### src/bbd_queue.sv
// Short register queue that decouples the front end from the back end.
// Generic over entry width. No dependencies.
module bbd_queue #(
  parameter int WIDTH = 39,
  parameter int DEPTH = 4
) (
  input  logic             clk,
  input  logic             rst,
  input  logic             push,
  input  logic [WIDTH-1:0] push_data,
  output logic             ready,
  input  logic             pop,
  output logic             valid,
  output logic [WIDTH-1:0] data
);

  localparam int PW = $clog2(DEPTH);
  localparam int NW = $clog2(DEPTH + 1);

  logic [WIDTH-1:0] slots [DEPTH];
  logic [PW-1:0]    wr_ptr, rd_ptr;
  logic [NW-1:0]    count;

  assign ready = count != NW'(DEPTH);
  assign valid = count != '0;
  assign data  = slots[rd_ptr];

  always_ff @(posedge clk) begin
    if (push) begin
      slots[wr_ptr] <= push_data;
    end
  end

  always_ff @(posedge clk) begin
    if (rst) begin
      wr_ptr <= '0;
      rd_ptr <= '0;
      count  <= '0;
    end else begin
      if (push) begin
        wr_ptr <= (wr_ptr == PW'(DEPTH - 1)) ? '0 : wr_ptr + PW'(1);
      end
      if (pop) begin
        rd_ptr <= (rd_ptr == PW'(DEPTH - 1)) ? '0 : rd_ptr + PW'(1);
      end
      count <= count + NW'(push) - NW'(pop);
    end
  end

  a_no_overflow: assert property (@(posedge clk) disable iff (rst) push |-> ready)
    else $error("queue push while full");
  a_no_underflow: assert property (@(posedge clk) disable iff (rst) pop |-> valid)
    else $error("queue pop while empty");

endmodule

### config.mk
export PLATFORM = sky130hd
export DESIGN_NAME = bbd_queue
export DESIGN_NICKNAME = d
export VERILOG_FILES = /design/src/bbd_queue.sv
export SDC_FILE = /design/constraint.sdc
export NUM_CORES = 1
export LEC_CHECK = 0
export BUFFER_PORTS_ARGS = -buffer_cell sky130_fd_sc_hd__buf_2
export CORE_MARGIN = 8
export CORE_UTILIZATION = 40
export CTS_CLUSTER_DIAMETER = 80
export CTS_CLUSTER_SIZE = 10
export DETAILED_ROUTE_END_ITERATION = 16
export PLACE_DENSITY_LB_ADDON = 0.3
export SYNTH_ARGS = -nofsm -noshare
export SYNTH_HDL_FRONTEND = slang
export SYNTH_SLANG_ARGS = --single-unit
### constraint.sdc
create_clock -name clk -period 2.41 [get_ports clk]
set_input_delay 0.241 -clock clk [delete_from_list [all_inputs] [get_ports clk]]
set_output_delay 0.241 -clock clk [all_outputs]
set_load 0.05 [all_outputs]
# After elaboration in Yosys (flattened, before gate mapping)
# Memories as Yosys holds them, arrays and structs flattened. A register that Yosys moved wholly into a read port is not among the register bits.
# Index checks and enable logic that the tools add are counted.
# Widths: inputs -> output; s select.
# word_totals
mem_count	1
output_inout_bits	41
regBits	7
ram_bits	156
inputBits	43
word_cells	18
# op_classes
mux	6
n_reduce_logical	1
n_eq_ne	3
add_sub_neg	4
# mem_list
memory	words	word_bits	read_ports	rd_ports_with_merged_regs	write_ports	line	text
slots	4	39	1	1	1	20	logic [WIDTH-1:0] slots [DEPTH];
# ops
op	n
$mux 2	4
$add 2x1->2 const B	2
$eq 2x2->1 const B	2
$add 3x1->3	1
$ne 3x3->1 const B	1
$reduce_bool 3->1	1
$sub 3x1->3	1
$mux 1	2

# Depth between registers and ports, before layout
# logic_depth
word_depth	4
mapped_depth	7
ltp_nobuf	7

# Worst setup path after synthesis
# OpenSTA, ideal clock, no wires.
# synth_path
path_type	register -> register
from	register wr_ptr[0]
to	memory slots[2][0], enable pin
synth_period_minus_slack_ps	1884
setup_time_ps	400
n_path_buf	0
arrival_ps	1484
path_slack_ps	526
stages_incl_launch_ff	4
required_ps	2010
path_cell_list	dfxtp_1 inv_1 ha_1 and2_1
# synth_lines
item	line	text
from (decl)	21	logic [PW-1:0] wr_ptr, rd_ptr;
from (signal assigned)	41	wr_ptr <= (wr_ptr == PW'(DEPTH - 1)) ? '0 : wr_ptr + PW'(1);
to (decl)	20	
# No word-level cell before the write port.

==> flow_summary.yaml <==
logic_synthesis:
  syn-mean-instance-area_um2: 24.7
  synth-simple-area-share_pct: 1.48
  synth_area_leaders: "edfxtp_1 (77%), mux4_2 (14%), dfxtp_1 (3.0%)"
  yosysUniqueCellTypes: 20
  yosysSeqAreaShare_pct: 80.1
  syn_area_um2: 6070
  syn-num-nets: 297
  gate_count_of_the_mapped_netlist: 246
  synth_top_cell_area_share_pct: 77.1
  synth_top_family_by_area: "multiplexers"
  yosysWarnings: 0
  synth_area_in_compound_gates_pct: 0.165
  yosys-mux-area-fraction_pct: 14.8
  yosys.area_share.xor_xnor_pct: 0.392
  synth-adder-area-share_pct: 1.77
  postSynthRegisterBits: 165
  yosys.area.top_type: "edfxtp_1"
drt:
  num_vias: 2778
  drc_viols: 0
  wirelength_mm: 11.1
  postRouteAntennaNets: 0
  route.detailed.wl_per_inst_um: 20.1
  dr.first_iter.drc_count: 142
  drt-pass1-iter-count: 4
  routed_via_density: 5.02
cells_and_area:
  fillCellCount: 1204
  area_used_by_multi_input_combinational_logic_um2: 1130
  finalNetCount: 403
  n_antenna_cell: 0
  area_growth_syn_to_layout_pct: 22.3
  flip_flop_and_latch_area_um2: 4870
  post_route_cells_drive_above_1_share_pct: 47.4
die:
  die_area_um2: 19400
  fp-row-count: 45
  pin_count: 84
  initial_core_util_pct: 40.4
  fp.coreArea_um2: 15000
  die-width_um: 139
  die_h_um: 139
clocking:
  post-cts-setup-buffers: 0
  clkLatencyLatePin_ps: 420
  cts_tree: "built"
  tritoncts.num_buffers: 17
  cts_hold_buf: 0
  htree_num_levels: 4
  clock_tree.buffer_depth: 2
  cts_resized: 0
  root_buffer: "clkbuf_16"
  tritoncts_num_sinks: 165
  clock_transition_time_at_the_flip_flop_clock_pins_of_the_worst_setup_and_hold_paths_ps: 60
global_routing:
  grt_start_max_net_pins: 22
  first_global_vias: 3156
  grt_use_total_pct: 12.1
  grt_first_pass_wirelength_mm: 17.4
  antenna_found_initial: 1
  total_congestion_overflow_after_global_routing: 0
run:
  max_cap_violations: 0
power_and_ir_drop:
  post_layout_power_mw: 7.10
  vdd.ir_drop.worst_mv: 0.494
  power.leakage_nw: 2.57
  pwr_density_cell_nw_per_um2: 956
place:
  dp_hpwl_mm: 7.12
  globalplace.congestion: 0.652
  placement.io_buffers: 83
timing:
  slew_headroom_pct: 76.0
  setup_tns_ps: 0
  worst_slew_pin_slew_ps: 360
  clock-skew-final_ps: 7.32
  hold_violations: 0
  setup_violations: 0
  post-route-period-util_pct: 91.0
  drv_slew: 0
  rsz0062_at_grt: "no"
  holdWs_ps: 29.5
  fmax_mhz: 456
  post-route-min-period_ps: 2190
critical_path:
  critical_path_arrival_ps: 1950
  end_kind: "primary output"
  data_required_time_of_the_critical_path_ps: 2170
  setup.worst_path.start_class: "flop"
  critical_path_class: "flop to primary output"
  critical_path.max_fanout: 13
outcome:
  outcome: "finished clean"
hold_path:
  min_path_type: "primary input to flop"
==> cell families after synthesis <==
kind of cell    count (synthesis)
compound gates                  2
buf+inv                        14
fa+ha+maj                       8
flops                         165
mux                            41
simple gates                   15
xor+xnor                        1
==> worst paths after layout <==
check                 from           end  slack [ps]  cells past startpoint
max                   flop       data[4]         220                      3
min          push_data[11]  slots[2][11]          30                      1
max reg2reg       count[0]      count[2]         640                      7
min reg2reg      rd_ptr[0]          flop         510                      2
==> worst max-delay path, stage by stage (launching register included) <==
cell	delay, ps
dfxtp_4	430
buf_4	310
mux4_2	560
buf_2	230
==> cells in the final DEF (no fill, tap or decap) <==
cell type   count
nand2b_1        2
buf_2          83
clkinvlp_4      3
clkinv_4        2
a21oi_1         2
edfxtp_1      156
nor2_1          3
nand3_1         1
clkbuf_16      17
buf_4          11
mux2i_1         2
dfxtp_4         1
mux4_2         39
clkbuf_1        1
fa_1            1
xor3_1          1
or3_1           1
clkinv_2        3
inv_1           6
dfxtp_1         7
bufinv_16       5
and2_2          4
nor2b_1         2
clkbuf_8        1
buf_12          1
dfxtp_2         1
ha_1            7
or3b_2          2
==> final cells by class <==
type,instances,share of cell area (%)
clock buffer,19,5.96
tap,188,3.17
multi-input combinational,67,15.3
timing repair buffer,95,6.97
sequential,165,65.6
clock inverter,13,2.76
inverter,6,0.303
==> Yosys cell counts, drive strengths merged <==
library cell,count
a21oi,2
and2,4
buf,6
clkbuf,2
dfxtp,9
edfxtp,156
fa,1
ha,7
inv,6
mux2i,2
mux4,39
nand2b,2
nand3,1
nor2,3
nor2b,2
or3,1
or3b,2
xor3,1
==> metrics by stage <==
stage	utilization [%]	cell area [µm²]	cells	setup slack, ps
global placement	45.1	6780	521	638
detailed placement	45.1	6780	521	625
finish	49.4	7430	553	218
floorplan	-	6070	246	526
CTS	49.4	7430	553	164
global route	49.4	7430	553	114
==> per-layer routing <==
layer	vias up	track usage (%)	share of wire, %
li1	1242	-	-
met1	1450	14.2	43
met2	68	19.7	50
met3	16	4.48	4.8
met4	2	5.20	1.7
met5	-	0	0.072
==> where the power goes <==
part | leakage, nW | total [mW] | internal (mW) | switching, mW
logic | 0.750 | 0.871 | 0.282 | 0.589
registers | 1.51 | 3.32 | 3.27 | 0.0445
clock network | 0.309 | 2.92 | 1.86 | 1.06
==> registers in the layout, indices dropped and copies added (netlist names), named ones only <==
register / count
slots: 156
count: 3
rd_ptr: 2
wr_ptr: 2
(Power assumes the default switching activity.)
