File: config.mk
export PLATFORM = sky130hd
export DESIGN_NAME = bbd_front
export DESIGN_NICKNAME = d
export VERILOG_FILES = /design/src/bbd_pkg.sv /design/src/bbd_front.sv
export SDC_FILE = /design/constraint.sdc
export NUM_CORES = 1
export LEC_CHECK = 0
export BUFFER_PORTS_ARGS = -buffer_cell sky130_fd_sc_hd__buf_2
export CAP_MARGIN = 20
export CELL_PAD_IN_SITES_DETAIL_PLACEMENT = 0
export CELL_PAD_IN_SITES_GLOBAL_PLACEMENT = 1
export CORE_MARGIN = 4
export CORE_UTILIZATION = 45
export CTS_BUF_LIST = sky130_fd_sc_hd__clkbuf_2
export DETAILED_ROUTE_END_ITERATION = 12
export MAX_ROUTING_LAYER = met4
export PLACE_DENSITY_LB_ADDON = 0.1
export SLEW_MARGIN = 30
export SYNTH_ARGS = -nofsm -noshare
export SYNTH_HDL_FRONTEND = slang
export SYNTH_SLANG_ARGS = --single-unit
File: constraint.sdc
create_clock -name clk -period 19.7 [get_ports clk]
set_input_delay 4.925 -clock clk [delete_from_list [all_inputs] [get_ports clk]]
set_output_delay 4.925 -clock clk [all_outputs]
set_load 0.05 [all_outputs]
File: src/bbd_pkg.sv
// Package for the block background difference design.
// Holds the item, result, configuration and command types and fixed constants.
// No dependencies.
package bbd_pkg;

  localparam int CFG_INDEX_W = 3;
  localparam int CFG_DATA_W  = 13;

  localparam logic OP_LOAD  = 1'b0;
  localparam logic OP_PIXEL = 1'b1;

  typedef enum logic [CFG_INDEX_W-1:0] {
    CFG_BLOCK_SHIFT  = 3'd0,
    CFG_ROI_LEFT     = 3'd1,
    CFG_ROI_TOP      = 3'd2,
    CFG_GRID_COLUMNS = 3'd3,
    CFG_GRID_ROWS    = 3'd4,
    CFG_FRAME_WIDTH  = 3'd5,
    CFG_FRAME_HEIGHT = 3'd6
  } cfg_index_t;

  localparam logic [2:0]  RESET_BLOCK_SHIFT  = 3'd3;
  localparam logic [11:0] RESET_ROI_LEFT     = 12'd0;
  localparam logic [11:0] RESET_ROI_TOP      = 12'd0;
  localparam logic [6:0]  RESET_GRID_COLUMNS = 7'd64;
  localparam logic [6:0]  RESET_GRID_ROWS    = 7'd64;
  localparam logic [12:0] RESET_FRAME_WIDTH  = 13'd512;
  localparam logic [12:0] RESET_FRAME_HEIGHT = 13'd512;

  typedef struct packed {
    logic [7:0] red;
    logic [7:0] green;
    logic [7:0] blue;
  } colour_t;

  typedef struct packed {
    logic       op;
    logic [5:0] block_row;
    logic [5:0] block_col;
    logic [7:0] red;
    logic [7:0] green;
    logic [7:0] blue;
  } in_item_t;

  typedef struct packed {
    logic [7:0] difference;
    logic       frame_end;
  } out_item_t;

  typedef struct packed {
    logic [2:0]  block_shift;
    logic [11:0] roi_left;
    logic [11:0] roi_top;
    logic [6:0]  grid_columns;
    logic [6:0]  grid_rows;
    logic [12:0] frame_width;
    logic [12:0] frame_height;
  } cfg_t;

  typedef struct packed {
    logic is_load;
    logic covered;
    logic frame_end;
  } cmd_ctl_t;

endpackage

File: src/bbd_front.sv
// Front end: accepts items, keeps the raster counters and classifies each item.
// Produces a memory address and control flags per command. Uses bbd_pkg.
module bbd_front import bbd_pkg::*; #(
  parameter int GRID_MAX_SIDE = 64,
  parameter int COORD_BITS    = 12,
  parameter int AW            = 12
) (
  input  logic           clk,
  input  logic           rst,
  input  cfg_t           cfg,
  input  logic           item_valid,
  output logic           item_stall,
  input  in_item_t       item,
  input  logic           q_ready,
  output logic           cmd_valid,
  output cmd_ctl_t       cmd_ctl,
  output colour_t        cmd_colour,
  output logic [AW-1:0]  cmd_addr
);

  localparam int GB  = $clog2(GRID_MAX_SIDE);
  localparam int XW  = (COORD_BITS > 12) ? COORD_BITS : 12;
  localparam int GSW = ($clog2(GRID_MAX_SIDE + 1) > 7) ? $clog2(GRID_MAX_SIDE + 1) : 7;
  localparam int MW  = (XW > GSW) ? XW : GSW;
  localparam int CW  = (COORD_BITS + 1 > 13) ? COORD_BITS + 1 : 13;
  localparam logic [CW-1:0] SPAN = CW'(1) << COORD_BITS;

  logic [COORD_BITS-1:0] pixel_column, pixel_column_next;
  logic [COORD_BITS-1:0] pixel_row, pixel_row_next;
  logic [CW-1:0]         w, h;
  logic [GSW-1:0]        side_x, side_y;
  logic [GB-1:0]         bx, by;
  logic                  col_last, row_last, in_frame, load_ok, accept;

  function automatic logic [GB-1:0] block_index(input logic [XW-1:0] coord,
                                                input logic [XW-1:0] origin,
                                                input logic [GSW-1:0] side,
                                                input logic [2:0] shift);
    logic [XW-1:0] rel;
    logic [MW-1:0] rel_w;
    logic [MW-1:0] limit;
    logic [GB-1:0] idx;
    rel   = (coord - origin) >> shift;
    rel_w = MW'(rel);
    limit = MW'(side) - MW'(2);
    idx   = '0;
    if (side >= GSW'(3) && coord >= origin && rel_w < limit) begin
      idx = GB'(rel_w + MW'(1));
    end
    return idx;
  endfunction

  always_comb begin
    w = (cfg.frame_width == '0 || CW'(cfg.frame_width) > SPAN) ? SPAN : CW'(cfg.frame_width);
    h = (cfg.frame_height == '0 || CW'(cfg.frame_height) > SPAN) ? SPAN
        : CW'(cfg.frame_height);
    side_x = (GSW'(cfg.grid_columns) > GSW'(GRID_MAX_SIDE)) ? GSW'(GRID_MAX_SIDE)
             : GSW'(cfg.grid_columns);
    side_y = (GSW'(cfg.grid_rows) > GSW'(GRID_MAX_SIDE)) ? GSW'(GRID_MAX_SIDE)
             : GSW'(cfg.grid_rows);
    bx = block_index(XW'(pixel_column), XW'(cfg.roi_left), side_x, cfg.block_shift);
    by = block_index(XW'(pixel_row), XW'(cfg.roi_top), side_y, cfg.block_shift);
    col_last = CW'(pixel_column) >= w - CW'(1);
    row_last = CW'(pixel_row) >= h - CW'(1);
    in_frame = CW'(pixel_column) < w && CW'(pixel_row) < h;
    load_ok  = int'(item.block_row) < GRID_MAX_SIDE && int'(item.block_col) < GRID_MAX_SIDE;

    item_stall = !q_ready;
    accept     = item_valid && q_ready;

    cmd_colour = '{red: item.red, green: item.green, blue: item.blue};
    cmd_ctl    = '0;
    if (item.op == OP_LOAD) begin
      cmd_valid       = accept && load_ok;
      cmd_ctl.is_load = 1'b1;
      cmd_addr        = AW'(item.block_row) * AW'(GRID_MAX_SIDE) + AW'(item.block_col);
    end else begin
      cmd_valid         = accept;
      cmd_ctl.covered   = bx != '0 && by != '0 && in_frame;
      cmd_ctl.frame_end = col_last && row_last;
      cmd_addr          = AW'(by) * AW'(GRID_MAX_SIDE) + AW'(bx);
    end

    pixel_column_next = pixel_column;
    pixel_row_next    = pixel_row;
    if (accept && item.op == OP_PIXEL) begin
      if (col_last) begin
        pixel_column_next = '0;
        pixel_row_next    = row_last ? '0 : pixel_row + COORD_BITS'(1);
      end else begin
        pixel_column_next = pixel_column + COORD_BITS'(1);
      end
    end
  end

  always_ff @(posedge clk) begin
    if (rst) begin
      pixel_column <= '0;
      pixel_row    <= '0;
    end else begin
      pixel_column <= pixel_column_next;
      pixel_row    <= pixel_row_next;
    end
  end

endmodule

Yosys cells after proc, flatten, opt, wreduce, memory -nomap -nowiden
Cells that the tools add are included.
- add/sub/neg operators: 12
- magnitude comparators: 14
- shifts and indexed selects: 2
- multiplexer cells: 11
- reduce and logical (&&, ||, !) cells: 18
- operators by type and width (kind ; number):
    $mux W12 ; 3
    $ge A12 B13 Y1 ; 2
    $gt A13 B13 Y1 const B ; 2
    $logic_not A13 Y1 ; 2
    $lt A12 B13 Y1 ; 2
    $mux W13 ; 2
    $sub A13 B1 Y13 const B ; 2
    $add A12 B1 Y12 const B ; 2
    $add A12 B6 Y12 ; 2
    $ge A12 B12 Y1 ; 2
    $lt A12 B12 Y1 ; 2
    $shr A12 B3 Y12 ; 2
    $sub A12 B12 Y12 ; 2
    $sub A7 B2 Y8 const B ; 2
    $ge A7 B2 Y1 const B ; 2
    $gt A7 B7 Y1 const B ; 2
    $mux W7 ; 2
    $add A6 B1 Y6 const B ; 2
    $mux W6 ; 2
    $reduce_bool A6 Y1 ; 2
    $logic_and A1 B1 Y1 ; 10
    $logic_or A1 B1 Y1 ; 2
    $mux W2 ; 1
    $reduce_and A2 Y1 ; 1
    other kinds (2) ; 2
- bits in registers: 24
- output and inout bits: 41
- logic and storage cells: 59

Longest topological paths before layout
- word-level depth: 10
- mapped depth: 22

Least setup slack after synthesis
OpenSTA, ideal clock, no wires.
- kind: input to output
- start: input port cfg[52] in the netlist's numbering
- end: output port cmd_ctl[1] in the netlist's numbering
- data arrival time: 9.471 ns
- required time: 14.775 ns
- slack: 5.304 ns
- cell stages on the path: 20
- buffers on the path: 0
- path through: ha_1 inv_1 fa_1 a211oi_2 o21ai_1 a41oi_1 o21bai_1 xnor2_1 o221ai_1 o21a_1 ha_1 a21oi_1 nor2b_1 o21ai_0 nand2b_1 a21oi_1 o211ai_1 a311o_2 nand4bb_1 nor4_2
- RTL lines (what ; line ; RTL):
    start: declaration ; bbd_front.sv:10 ; input cfg_t cfg,
    end: declaration ; bbd_front.sv:16 ; output cmd_ctl_t cmd_ctl,

==> summary.txt <==
Die width -> 131.5 µm
Htree depth -> 1
Row count -> 44
Most frequent cells in the layout -> ha_1 (104), buf_2 (100), nor2_1 (97)
Drt pass-1 iters -> 5
Synth top area cells -> ha_1 (19%), dfxtp_1 (7.0%), nor2_1 (5.3%)
Post-layout min period -> 14,660 ps
Crit path required time -> 14,780 ps
CP arrival -> 9740 ps
Power Density -> 26.53 nW/µm²
Fin. Hold Viols -> 0
Final #Nets -> 1,183
Max-slew headroom -> 50.62%
Vias in the first global route -> 6,242
Cts hold-fix bufs -> 0
DIE AREA -> 17,300 µm²
Area Overhead vs Synth -> 5.522%
Main synth FF type -> dfxtp_1
Total track usage -> 20.68%
Die Y -> 131.5 µm
Maximum fanout along the worst path -> 7
Fillcell total -> 1,537
Post-CTS Repair Setup Buffers -> 0
Most common cell after layout, fill and taps aside -> ha_1
Crit-path cells -> buf_2 > ha_1 > inv_1 > fa_1 > a211oi_2 > o21ai_1 > a41oi_1 > o21bai_1 > xnor2_1 > o221ai_1 > o21a_1 > ha_1 > a21oi_1 > nor2b_1 > o21ai_0 > nand2b_1 > a21oi_1 > o211ai_1 > a311o_2 > nand4bb_1 > nor4_2 > buf_2
Clk sink count -> 24
Synthesis-stage register bit count -> 24
# diodes -> 0
Leakage -> 3.414 nW
Critical path's top delay family -> compound AO/OA/AOI/OAI gates
Syn Nets -> 1,135
Post-Route Setup TNS -> 0 ps
Worst-Margin Slew -> 736.3 ps
Run status -> finished clean
Largest net degree at the start of global routing -> 34
Clock Latency Late Sink -> 360 ps
WL final -> 17,970 µm
Critical path depth -> 22
Root Buffer -> clkbuf_2
WP buf/inv -> 3
CTS max path bufs -> 2
Post-Synthesis Cells -> 921
Max_cap viols -> 0
Mean area per synthesized cell -> 7.454 µm²
Upper clock frequency limit -> 68.20 MHz
Setup crit end kind -> output pin
Post-Place Worst Slack -> 5128 ps
First-pass GRT wire length -> 30,610 µm
Yosys top cell by area -> ha_1
Reg clk slew, reported paths -> 230 ps
VDD IR-drop max -> 0.01861 mV
Number of synthesized flops with an enable pin -> 0
Final setup margin -> 5038 ps
Slew Limit Fails -> 0
Hold Crit Class -> reg2reg
Critical Path Start Type -> input port
Total CTS buffers -> 3
Post-synthesis sequential area ratio -> 6.998%
Final Util -> 49.10%
Final Cycle Share -> 74.43%
Initial antenna violation count -> 0
Yosys warning count -> 0
RSZ-0062 raised after global routing -> no
Post-CTS Resized -> 0
WS Path Type -> in2out
Post-synth cell types -> 93
WL/cell -> 15.60 µm
# DRC -> 0
Gp weighted congestion -> 0.8933
Worst stage delay on the critical path -> 550 ps
Final ANT Viol Nets -> 0
Ys async rst share -> 0%
Layout cells sized above 1 -> 15.50%
Hold Crit Depth -> 2
Share of the synthesized area in the top cell type -> 18.95%
PortBufs -> 100
CTS tree -> built
# setup viols final -> 0
Max stage delay cell, worst path -> a41oi_1
Drt initial violations -> 433
Vias per cell -> 5.798
Final Skew -> 4.025 ps
Mapped Area -> 6865 µm²
Starting Density -> 46.53%
Via count -> 6,679
I/O pins -> 149
Reg2Reg Depth -> 12
HPWL after DPL -> 14,810 µm
CORE AREA -> 14,750 µm²
Overflow after GRT -> 0
metrics by stage:
| stage | instance area [µm²] | power, mW | hold WS [ps] | std cells |
|---|---|---|---|---|
| floorplan | 6865 | 0.1546 | 456.2 | 921 |
| global placement | 7226 | 0.1731 | 482.6 | 1148 |
| detailed placement | 7226 | 0.1723 | 484.1 | 1148 |
| CTS | 7244 | 0.1943 | 520.3 | 1152 |
| global route | 7244 | 0.2129 | 571.1 | 1152 |
| finish | 7244 | 0.1922 | 520.6 | 1152 |
final cells by class:
cell class,count,area (µm²),area share (%)
well taps,184,230.2,3.178
repair buffers,102,515.5,7.116
multi-input cells,779,5778,79.76
flip-flops and latches,24,480.5,6.632
inverters,59,221.5,3.057
clock buffers,3,15.01,0.2073
clock inverters,1,3.754,0.05181
cell families (layout without fill, tap and decap cells):
| group | after synthesis | after routing | synth area share [%] |
|---|---|---|---|
| AO/OA/AOI/OAI | 240 | 240 | 26.15 |
| XOR/XNOR | 52 | 52 | 6.743 |
| adder cells (fa/ha/maj) | 106 | 106 | 19.54 |
| buffers and inverters | 118 | 165 | 8.839 |
| flip-flops | 24 | 24 | 6.998 |
| multiplexers | 19 | 19 | 3.608 |
| AND/OR/NAND/NOR | 362 | 362 | 28.12 |
registers in the layout (all words and copies together) (netlist names):
register and count:
pixel_column 12, pixel_row 12
worst register-to-register path: cells and delay by family (launching register included):
family / cells / cell delay, ps
DFF: 1 / 440
and+or+nand+nor: 4 / 750
buffers and inverters: 2 / 330
adders and majority gates: 1 / 300
AOI/OAI and AO/OA: 5 / 900
power breakdown:
group | leakage, nW | switching [mW] | total, mW | internal (mW)
combinational | 3.21 | 0.0715 | 0.123 | 0.0515
clock | 0.0140 | 0.0158 | 0.0202 | 0.00441
sequential | 0.193 | 0.000192 | 0.0490 | 0.0488
total | 3.41 | 0.0874 | 0.192 | 0.105
cells in the mapped netlist, types with 5 or more instances:
library cell,n
a21oi_1,31
xnor2_1,22
a211oi_1,13
a211oi_2,5
xor2_1,29
nor2_1,97
ha_1,104
a311oi_1,5
nand2_1,56
nand2b_1,36
inv_1,57
nor4_1,10
and3_1,16
o311a_1,5
nor2b_1,16
a21o_1,24
o21a_1,36
o21ai_0,35
and2_1,6
nand3b_1,8
buf_4,27
dfxtp_1,24
or2_2,6
clkbuf_1,21
o211ai_1,7
mux2i_1,11
o2bb2ai_1,9
nor3_1,30
nand4_1,16
or3_1,9
o31ai_1,6
a2111oi_0,5
o22ai_1,5
nand3_1,27
metal layers:
metal | routed length, µm | global-route usage, % | vias up
li1 | - | - | 3477
met3 | 682 | 2.485 | 46
met5 | 0 | - | -
met1 | 9075 | 29.65 | 3015
met2 | 7926 | 31.75 | 141
met4 | 282 | 3.267 | 0
final timing paths:
kind / start / to / slack [ps]
worst max-delay path: cfg[52] / cmd_ctl[1] / 5040
worst min-delay path: pixel_row[0] / pixel_row[0] / 520
worst max register to register: pixel_column[0] / pixel_column[5] / 16940
worst min register to register: pixel_row[0] / pixel_row[0] / 520
(Power assumes the default switching activity.)
